### config.mk
export PLATFORM = sky130hd
export DESIGN_NAME = button_event_generator
export DESIGN_NICKNAME = d
export VERILOG_FILES = /design/src/sv/bev_pkg.sv /design/src/sv/button_event_generator.sv /design/src/sv/bev_ctrl.sv /design/src/sv/bev_datapath.sv
export SDC_FILE = /design/constraint.sdc
export NUM_CORES = 1
export LEC_CHECK = 0
export ABC_AREA = 1
export BUFFER_PORTS_ARGS = -buffer_cell sky130_fd_sc_hd__buf_2
export CORE_MARGIN = 10
export CORE_UTILIZATION = 55
export DETAILED_ROUTE_END_ITERATION = 8
export PLACE_DENSITY = 0.81
export SLEW_MARGIN = 20
export SYNTH_ARGS = -nofsm -noshare
export SYNTH_HDL_FRONTEND = slang
export SYNTH_HIERARCHICAL = 1
export SYNTH_SLANG_ARGS = --single-unit
### constraint.sdc
create_clock -name i_clk -period 19.7 [get_ports i_clk]
set_input_delay 2.955 -clock i_clk [delete_from_list [all_inputs] [get_ports i_clk]]
set_output_delay 2.955 -clock i_clk [all_outputs]
set_load 0.05 [all_outputs]
### src/sv/bev_pkg.sv
`timescale 1ns / 1ps
// Package for the button event generator.
// Holds the controller states, event codes, register indexes and the command/status structs.
package bev_pkg;

    typedef enum logic [1:0] {
        S_IDLE,
        S_KEY,
        S_REL,
        S_FLUSH
    } t_state;

    typedef enum logic [2:0] {
        EV_PRESS   = 3'd0,
        EV_RELEASE = 3'd1,
        EV_SHORT   = 3'd2,
        EV_LONG    = 3'd3,
        EV_REPEAT  = 3'd4
    } t_event_type;

    localparam logic [1:0] CFG_DEBOUNCE_TICKS   = 2'd0;
    localparam logic [1:0] CFG_PRESS_PERIOD     = 2'd1;
    localparam logic [1:0] CFG_LONG_PRESS_COUNT = 2'd2;
    localparam logic [1:0] CFG_INVERT_MASK      = 2'd3;

    localparam logic [7:0]  RST_DEBOUNCE_TICKS   = 8'd30;
    localparam logic [15:0] RST_PRESS_PERIOD     = 16'd150;
    localparam logic [7:0]  RST_LONG_PRESS_COUNT = 8'd2;
    localparam logic [5:0]  RST_INVERT_MASK      = 6'd0;
    localparam logic [7:0]  RST_DEBOUNCE_COUNT   = 8'd15;

    localparam int PIN_W = 6;

    typedef struct packed {
        logic accept;
        logic step;
        logic release_ev;
        logic flush;
    } t_dp_cmd;

    typedef struct packed {
        logic can_push;
        logic step_short;
        logic last_key;
        logic pend_valid;
        logic out_free;
    } t_dp_stat;

endpackage

### src/sv/button_event_generator.sv
`timescale 1ns / 1ps
// Button event generator: debounce, press, release, short, long and repeat events for each key.
// Each event is held in a pending register until the next event or the end-of-tick flush, so the
// last flag can be set; it then moves to the output register.
// A new tick is taken only after all keys are walked by the single shared per-key update; a key that
// ends a short press takes an extra step for its release event; output stalls hold the walk.
// Reset is synchronous and active low: all keys released, debounce counts at 15, registers at defaults.
module button_event_generator #(
    parameter int NUM_KEYS = 6
) (
    input  logic        i_clk,
    input  logic        i_rst_n,
    input  logic        i_in_valid,
    output logic        o_in_stall,
    input  logic [5:0]  i_pin_levels,
    input  logic        i_cfg_valid,
    output logic        o_cfg_ready,
    input  logic [1:0]  i_cfg_index,
    input  logic [15:0] i_cfg_data,
    output logic        o_out_valid,
    input  logic        i_out_stall,
    output logic [2:0]  o_event_key,
    output logic [2:0]  o_event_type,
    output logic [31:0] o_press_sequence,
    output logic        o_last
);
    import bev_pkg::*;

    t_dp_cmd  cmd;
    t_dp_stat stat;

    assign o_cfg_ready = 1'b1;

    bev_ctrl u_ctrl (
        .i_clk      (i_clk),
        .i_rst_n    (i_rst_n),
        .i_in_valid (i_in_valid),
        .o_in_stall (o_in_stall),
        .i_stat     (stat),
        .o_cmd      (cmd)
    );

    bev_datapath #(
        .NUM_KEYS (NUM_KEYS)
    ) u_datapath (
        .i_clk            (i_clk),
        .i_rst_n          (i_rst_n),
        .i_cmd            (cmd),
        .o_stat           (stat),
        .i_pin_levels     (i_pin_levels),
        .i_cfg_we         (i_cfg_valid && o_cfg_ready),
        .i_cfg_index      (i_cfg_index),
        .i_cfg_data       (i_cfg_data),
        .o_out_valid      (o_out_valid),
        .i_out_stall      (i_out_stall),
        .o_event_key      (o_event_key),
        .o_event_type     (o_event_type),
        .o_press_sequence (o_press_sequence),
        .o_last           (o_last)
    );

endmodule

### src/sv/bev_ctrl.sv
`timescale 1ns / 1ps
// Controller of the button event generator: walks the keys of one tick.
// Depends on bev_pkg for states and the command/status structs.
module bev_ctrl (
    input  logic             i_clk,
    input  logic             i_rst_n,
    input  logic             i_in_valid,
    output logic             o_in_stall,
    input  bev_pkg::t_dp_stat i_stat,
    output bev_pkg::t_dp_cmd  o_cmd
);
    import bev_pkg::*;

    t_state r_state;
    t_state n_state;

    always_ff @(posedge i_clk) begin
        if (!i_rst_n) begin
            r_state <= S_IDLE;
        end else begin
            r_state <= n_state;
        end
    end

    always_comb begin
        n_state = r_state;
        unique case (r_state)
            S_IDLE: begin
                if (i_in_valid) begin
                    n_state = S_KEY;
                end
            end
            S_KEY: begin
                if (i_stat.can_push) begin
                    priority if (i_stat.step_short) begin
                        n_state = S_REL;
                    end else if (i_stat.last_key) begin
                        n_state = S_FLUSH;
                    end
                end
            end
            S_REL: begin
                if (i_stat.can_push) begin
                    n_state = i_stat.last_key ? S_FLUSH : S_KEY;
                end
            end
            S_FLUSH: begin
                if (!i_stat.pend_valid || i_stat.out_free) begin
                    n_state = S_IDLE;
                end
            end
            default: n_state = S_IDLE;
        endcase
    end

    always_comb begin
        o_cmd      = '0;
        o_in_stall = 1'b1;
        unique case (r_state)
            S_IDLE: begin
                o_in_stall   = 1'b0;
                o_cmd.accept = i_in_valid;
            end
            S_KEY:   o_cmd.step       = i_stat.can_push;
            S_REL:   o_cmd.release_ev = i_stat.can_push;
            S_FLUSH: o_cmd.flush      = i_stat.pend_valid && i_stat.out_free;
            default: o_cmd = '0;
        endcase
    end

endmodule

### src/sv/bev_datapath.sv
`timescale 1ns / 1ps
// Datapath of the button event generator: configuration, per-key state and event output.
// Depends on bev_pkg for event codes, register indexes and the command/status structs.
module bev_datapath #(
    parameter int NUM_KEYS = 6
) (
    input  logic                     i_clk,
    input  logic                     i_rst_n,
    input  bev_pkg::t_dp_cmd         i_cmd,
    output bev_pkg::t_dp_stat        o_stat,
    input  logic [bev_pkg::PIN_W-1:0] i_pin_levels,
    input  logic                     i_cfg_we,
    input  logic [1:0]               i_cfg_index,
    input  logic [15:0]              i_cfg_data,
    output logic                     o_out_valid,
    input  logic                     i_out_stall,
    output logic [2:0]               o_event_key,
    output logic [2:0]               o_event_type,
    output logic [31:0]              o_press_sequence,
    output logic                     o_last
);
    import bev_pkg::*;

    localparam int KEY_W = (NUM_KEYS > 1) ? $clog2(NUM_KEYS) : 1;

    logic [7:0]  r_debounce_ticks;
    logic [15:0] r_press_period;
    logic [7:0]  r_long_press_count;
    logic [5:0]  r_invert_mask;

    logic [PIN_W-1:0] r_levels;
    logic [KEY_W-1:0] r_idx;
    logic [31:0]      r_gseq;

    logic        r_stable  [NUM_KEYS];
    logic [7:0]  r_dbc     [NUM_KEYS];
    logic [7:0]  r_hold    [NUM_KEYS];
    logic [15:0] r_period  [NUM_KEYS];
    logic        r_running [NUM_KEYS];
    logic [31:0] r_kseq    [NUM_KEYS];

    logic              r_pend_valid;
    logic [2:0]        r_pend_key;
    t_event_type       r_pend_type;
    logic [31:0]       r_pend_seq;

    logic              r_out_valid;
    logic [2:0]        r_out_key;
    t_event_type       r_out_type;
    logic [31:0]       r_out_seq;
    logic              r_out_last;

    logic [NUM_KEYS-1:0] lvl_vec;
    logic [7:0]  full;
    logic [7:0]  c0;
    logic [7:0]  c1;
    logic        ev_press;
    logic        ev_rel;
    logic        ev_short;
    logic        tmr_active;
    logic [16:0] tick_next;
    logic        fire;
    logic [8:0]  fire_next;
    logic        out_free;
    logic        push;
    t_event_type push_type;
    logic [31:0] push_seq;
    logic [31:0] gseq_next;

    for (genvar k = 0; k < NUM_KEYS; k++) begin : g_lvl
        if (k < PIN_W) begin : g_pin
            assign lvl_vec[k] = r_levels[k];
        end else begin : g_none
            assign lvl_vec[k] = 1'b0;
        end
    end

    assign full = (r_debounce_ticks == 8'd0) ? 8'd1 : r_debounce_ticks;
    assign c0   = (r_dbc[r_idx] > full) ? full : r_dbc[r_idx];

    always_comb begin
        if (lvl_vec[r_idx]) begin
            c1 = (c0 < full) ? c0 + 8'd1 : c0;
        end else begin
            c1 = (c0 > 8'd0) ? c0 - 8'd1 : c0;
        end
    end

    assign ev_press   = (c1 == full) && !r_stable[r_idx];
    assign ev_rel     = !ev_press && (c1 == 8'd0) && r_stable[r_idx];
    assign ev_short   = ev_rel && (r_hold[r_idx] < r_long_press_count);
    assign tmr_active = !ev_press && !ev_rel && r_running[r_idx];
    assign tick_next  = {1'b0, r_period[r_idx]} + 17'd1;
    assign fire       = tick_next >= {1'b0, r_press_period};
    assign fire_next  = {1'b0, r_hold[r_idx]} + 9'd1;
    assign gseq_next  = r_gseq + 32'd1;

    always_comb begin
        push      = 1'b0;
        push_type = EV_PRESS;
        push_seq  = r_kseq[r_idx];
        if (i_cmd.release_ev) begin
            push      = 1'b1;
            push_type = EV_RELEASE;
        end else if (i_cmd.step) begin
            priority if (ev_press) begin
                push     = 1'b1;
                push_seq = gseq_next;
            end else if (ev_rel) begin
                push      = 1'b1;
                push_type = ev_short ? EV_SHORT : EV_RELEASE;
            end else if (tmr_active && fire) begin
                if (fire_next == {1'b0, r_long_press_count}) begin
                    push      = 1'b1;
                    push_type = EV_LONG;
                end else if (fire_next > {1'b0, r_long_press_count}) begin
                    push      = 1'b1;
                    push_type = EV_REPEAT;
                end
            end
        end
    end

    assign out_free = !r_out_valid || !i_out_stall;

    assign o_stat.can_push   = !r_pend_valid || out_free;
    assign o_stat.step_short = ev_short;
    assign o_stat.last_key   = (r_idx == KEY_W'(NUM_KEYS - 1));
    assign o_stat.pend_valid = r_pend_valid;
    assign o_stat.out_free   = out_free;

    always_ff @(posedge i_clk) begin
        if (!i_rst_n) begin
            r_debounce_ticks   <= RST_DEBOUNCE_TICKS;
            r_press_period     <= RST_PRESS_PERIOD;
            r_long_press_count <= RST_LONG_PRESS_COUNT;
            r_invert_mask      <= RST_INVERT_MASK;
        end else if (i_cfg_we) begin
            unique case (i_cfg_index)
                CFG_DEBOUNCE_TICKS:   r_debounce_ticks   <= i_cfg_data[7:0];
                CFG_PRESS_PERIOD:     r_press_period     <= i_cfg_data;
                CFG_LONG_PRESS_COUNT: r_long_press_count <= i_cfg_data[7:0];
                CFG_INVERT_MASK:      r_invert_mask      <= i_cfg_data[5:0];
                default: ;
            endcase
        end
    end

    always_ff @(posedge i_clk) begin
        if (!i_rst_n) begin
            r_idx   <= '0;
            r_gseq  <= '0;
            for (int k = 0; k < NUM_KEYS; k++) begin
                r_stable[k]  <= 1'b0;
                r_dbc[k]     <= RST_DEBOUNCE_COUNT;
                r_hold[k]    <= '0;
                r_period[k]  <= '0;
                r_running[k] <= 1'b0;
                r_kseq[k]    <= '0;
            end
        end else begin
            if (i_cmd.accept) begin
                r_idx <= '0;
            end else if (i_cmd.release_ev || (i_cmd.step && !ev_short)) begin
                r_idx <= r_idx + KEY_W'(1);
            end
            if (i_cmd.step) begin
                r_dbc[r_idx] <= c1;
                priority if (ev_press) begin
                    r_stable[r_idx]  <= 1'b1;
                    r_gseq           <= gseq_next;
                    r_kseq[r_idx]    <= gseq_next;
                    r_running[r_idx] <= 1'b1;
                    r_period[r_idx]  <= '0;
                end else if (ev_rel) begin
                    r_stable[r_idx]  <= 1'b0;
                    r_running[r_idx] <= 1'b0;
                    r_period[r_idx]  <= '0;
                    r_hold[r_idx]    <= '0;
                end else if (tmr_active) begin
                    if (fire) begin
                        r_period[r_idx] <= '0;
                        if (fire_next <= {1'b0, r_long_press_count}) begin
                            r_hold[r_idx] <= fire_next[7:0];
                        end
                    end else begin
                        r_period[r_idx] <= tick_next[15:0];
                    end
                end
            end
        end
    end

    always_ff @(posedge i_clk) begin
        if (i_cmd.accept) begin
            r_levels <= i_pin_levels ^ r_invert_mask;
        end
    end

    always_ff @(posedge i_clk) begin
        if (!i_rst_n) begin
            r_pend_valid <= 1'b0;
            r_out_valid  <= 1'b0;
        end else begin
            if (push) begin
                r_pend_valid <= 1'b1;
            end else if (i_cmd.flush) begin
                r_pend_valid <= 1'b0;
            end
            if ((push && r_pend_valid) || i_cmd.flush) begin
                r_out_valid <= 1'b1;
            end else if (!i_out_stall) begin
                r_out_valid <= 1'b0;
            end
        end
    end

    always_ff @(posedge i_clk) begin
        if (push) begin
            r_pend_key  <= 3'(r_idx);
            r_pend_type <= push_type;
            r_pend_seq  <= push_seq;
        end
        if ((push && r_pend_valid) || i_cmd.flush) begin
            r_out_key  <= r_pend_key;
            r_out_type <= r_pend_type;
            r_out_seq  <= r_pend_seq;
            r_out_last <= i_cmd.flush;
        end
    end

    assign o_out_valid      = r_out_valid;
    assign o_event_key      = r_out_key;
    assign o_event_type     = r_out_type;
    assign o_press_sequence = r_out_seq;
    assign o_last           = r_out_last;

    a_push_room: assert property (@(posedge i_clk) disable iff (!i_rst_n)
        (push && r_pend_valid) |-> out_free)
        else $error("Event pushed while the output register was full.");
    a_flush_pend: assert property (@(posedge i_clk) disable iff (!i_rst_n)
        i_cmd.flush |-> (r_pend_valid && !push))
        else $error("Flush without a pending event.");
    a_accept_empty: assert property (@(posedge i_clk) disable iff (!i_rst_n)
        i_cmd.accept |-> !r_pend_valid)
        else $error("New tick accepted with an event still pending.");

endmodule
==> flow_summary.json <==
{
  "slew_violations": 0,
  "tightest_slew_ns": 1.20,
  "cts_hold_buf": 0,
  "ant_nets": 0,
  "cp_common_cell": "nand2_1",
  "dpl.hpwl_mm": 49.2,
  "wirelength_mm": 79.7,
  "synth_area_leaders": "edfxtp_1, nor2_1, dfxtp_1",
  "clkSinkCount": 688,
  "synth_cells": 3152,
  "grt_first_pass_wirelength_mm": 123,
  "numPlacedInstances": 3852,
  "synth_edf_count": 598,
  "h-tree-depth": 3,
  "syn_area_um2": 31600,
  "synth_adder_area_share_pct": 2.14,
  "fin_skew_ns": 0.0428,
  "synth_top_family_by_area": "simple AND/OR/NAND/NOR gates",
  "root_buffer": "clkbuf_16",
  "timing.fmax_ghz": 0.121,
  "yosysWarningCount": 6,
  "synth_nets": 3235,
  "ys_seq_area_share_pct": 62.5,
  "critPathMaxStageDelay_ns": 0.77,
  "clk_pin_slew_ns": 0.06,
  "clockBufferDepth": 3,
  "synthSimpleGateAreaFrac_pct": 17.7,
  "power_density_nw_per_um2": 96.4,
  "fillers": 4428,
  "wl_per_cell_um": 20.0,
  "cp_num_buf_inv": 7,
  "layout_commonest_cell": "nor2_1",
  "rsz0062_at_grt": "false",
  "setup_tns_ns": 0,
  "io_pins": 71,
  "critPathLaunchType": "register",
  "clkLatencyLatePin_ns": 0.64,
  "postCtsSetupBuffers": 0,
  "grt-ovfl-total": 0,
  "hold_path_class": "register to register",
  "path_max_fanout": 78,
  "core_um2": 56700,
  "arrival_ns": 8.49,
  "num_vias": 23570,
  "antenna_cells": 0,
  "numCtsBuffers": 72,
  "synth_mux_area_share_pct": 0.0317,
  "final_cell_mix": "nor2_1, edfxtp_1, nand2_1",
  "cts_resized": 0,
  "avgSynthCellArea_um2": 10.0,
  "nets": 3253,
  "globalplace.congestion": 0.917,
  "crit_family": "simple AND/OR/NAND/NOR gates",
  "tritoncts": "done",
  "die-area_um2": 67500,
  "synthFlopType": "edfxtp_1",
  "placementRows": 87,
  "drv_cap": 0,
  "async_reset_ff_share_pct": 0,
  "synth_compound_area_share_pct": 10.4,
  "setup_viol": 0,
  "hold_violations": 0,
  "period_needed_ns": 8.27,
  "grt.total_usage_pct": 23.1,
  "avgViaCountPerCell": 5.92,
  "ir_drop_uv": 87.9,
  "crit_type": "register to register",
  "cp.required_ns": 19.93,
  "period_share_pct": 42.0,
  "drtIter0Drc": 2765,
  "synth_top_area_share_pct": 56.8,
  "first_global_vias": 22482,
  "grt_max_degree": 97,
  "antenna_found_initial": 3,
  "initial_utilization_pct": 55.8,
  "synth_xor_area_share_pct": 1.57,
  "synth_cell_type_count": 54,
  "cp-end-kind": "register",
  "fp.dieW_um": 260,
  "die_h_um": 260,
  "status": "finished, final reports clean",
  "dr.pass1.iters": 5,
  "area_delta_synth_final_pct": 9.82,
  "synth_top_area_cell": "edfxtp_1",
  "max_slew_margin_pct": 19.7,
  "port_buffers": 69,
  "p_leak_uw": 0.0130,
  "route.detailed.drc": 0,
  "fin_cells": 3984,
  "synth_seq_cells": 688,
  "cp_slowest_cell": "buf_4",
  "drive_gt1_share_pct": 10.2
}
## power by group
part | switching [uW] | internal [uW] | total [uW] | leakage [uW]
logic | 280 | 109 | 390 | 0.00529
registers | 14.8 | 1620 | 1640 | 0.00662
clock network | 571 | 750 | 1320 | 0.00112
## cell usage after synthesis, drive strengths merged (51+ instances only)
cell type / count
inv: 286
dfxtp: 90
edfxtp: 598
buf: 53
ha: 54
clkbuf: 100
nand3: 100
o22ai: 98
o21ai: 355
a21oi: 86
nor2: 728
xor2: 51
nand2: 429
## state kept, by name, summed over array words and instances, names as in the netlist, 2 cells and up, named ones only
register                       flops
u_datapath/r_dbc                  64
u_datapath/r_pend_key              3
u_datapath/r_pend_type             3
u_datapath/r_long_press_count      8
u_datapath/r_kseq                256
u_datapath/r_debounce_ticks        8
u_datapath/r_invert_mask           6
u_datapath/lvl_vec                 6
u_datapath/o_event_key             3
u_datapath/r_idx                   3
u_datapath/r_stable                6
u_datapath/r_pend_seq             32
u_datapath/r_hold                 64
u_datapath/r_running               7
u_datapath/r_period              128
u_datapath/r_gseq                 32
u_datapath/r_press_period         16
u_ctrl/r_state                     2
u_datapath/o_press_sequence       32
u_datapath/o_event_type            3
## routing by layer
metal | routed length (um) | track usage (%) | vias to the layer above
li1 | - | - | 10773
met1 | 30000 | 29.2 | 11305
met2 | 38500 | 38.0 | 1269
met3 | 8180 | 4.81 | 217
met4 | 2980 | 9.81 | 6
met5 | 38 | 0 | -
## logic make-up after synthesis
family | after synthesis
AOI/OAI and AO/OA | 598
xor gates and xnor gates | 56
adders and majority gates | 54
buffers and inverters | 441
DFF | 688
muxes | 1
other | 1
and+or+nand+nor | 1313
## through the flow
stage          hold WS, ns  utilization (%)  total power [uW]  setup WS [ns]  cell area (um^2)
6_report             0.418             61.2              3350          11.43             34700
5_1_grt              0.427             61.2              3470          10.79             34700
4_1_cts              0.415             61.2              3360          11.54             34700
3_5_place_dp         0.405             57.2              2050          11.59             32400
3_3_place_gp         0.401             57.2              2040          11.79             32400
2_1_floorplan        0.400                -              1950          13.29             31600
## final timing paths
check / from / endpoint / slack (ns) / depth (start not counted)
max: register / u_datapath/o_press_sequence[21] / 11.43 / 38
min: u_datapath/r_pend_seq[8] / u_datapath/o_press_sequence[8] / 0.42 / 0
max reg2reg: register / u_datapath/o_press_sequence[21] / 11.43 / 38
min reg2reg: u_datapath/r_pend_seq[8] / u_datapath/o_press_sequence[8] / 0.42 / 0
## layout make-up
cell class,count,area (um^2),share of cell area [%]
repair buffers,97,556,1.60
clock buffers,99,2020,5.80
multi-input cells,2023,10100,29.0
inverters,288,1090,3.15
well taps,756,946,2.72
clock inverters,33,272,0.782
flip-flops and latches,688,19800,56.9
No activity file was read; power rests on OpenSTA's default activity.
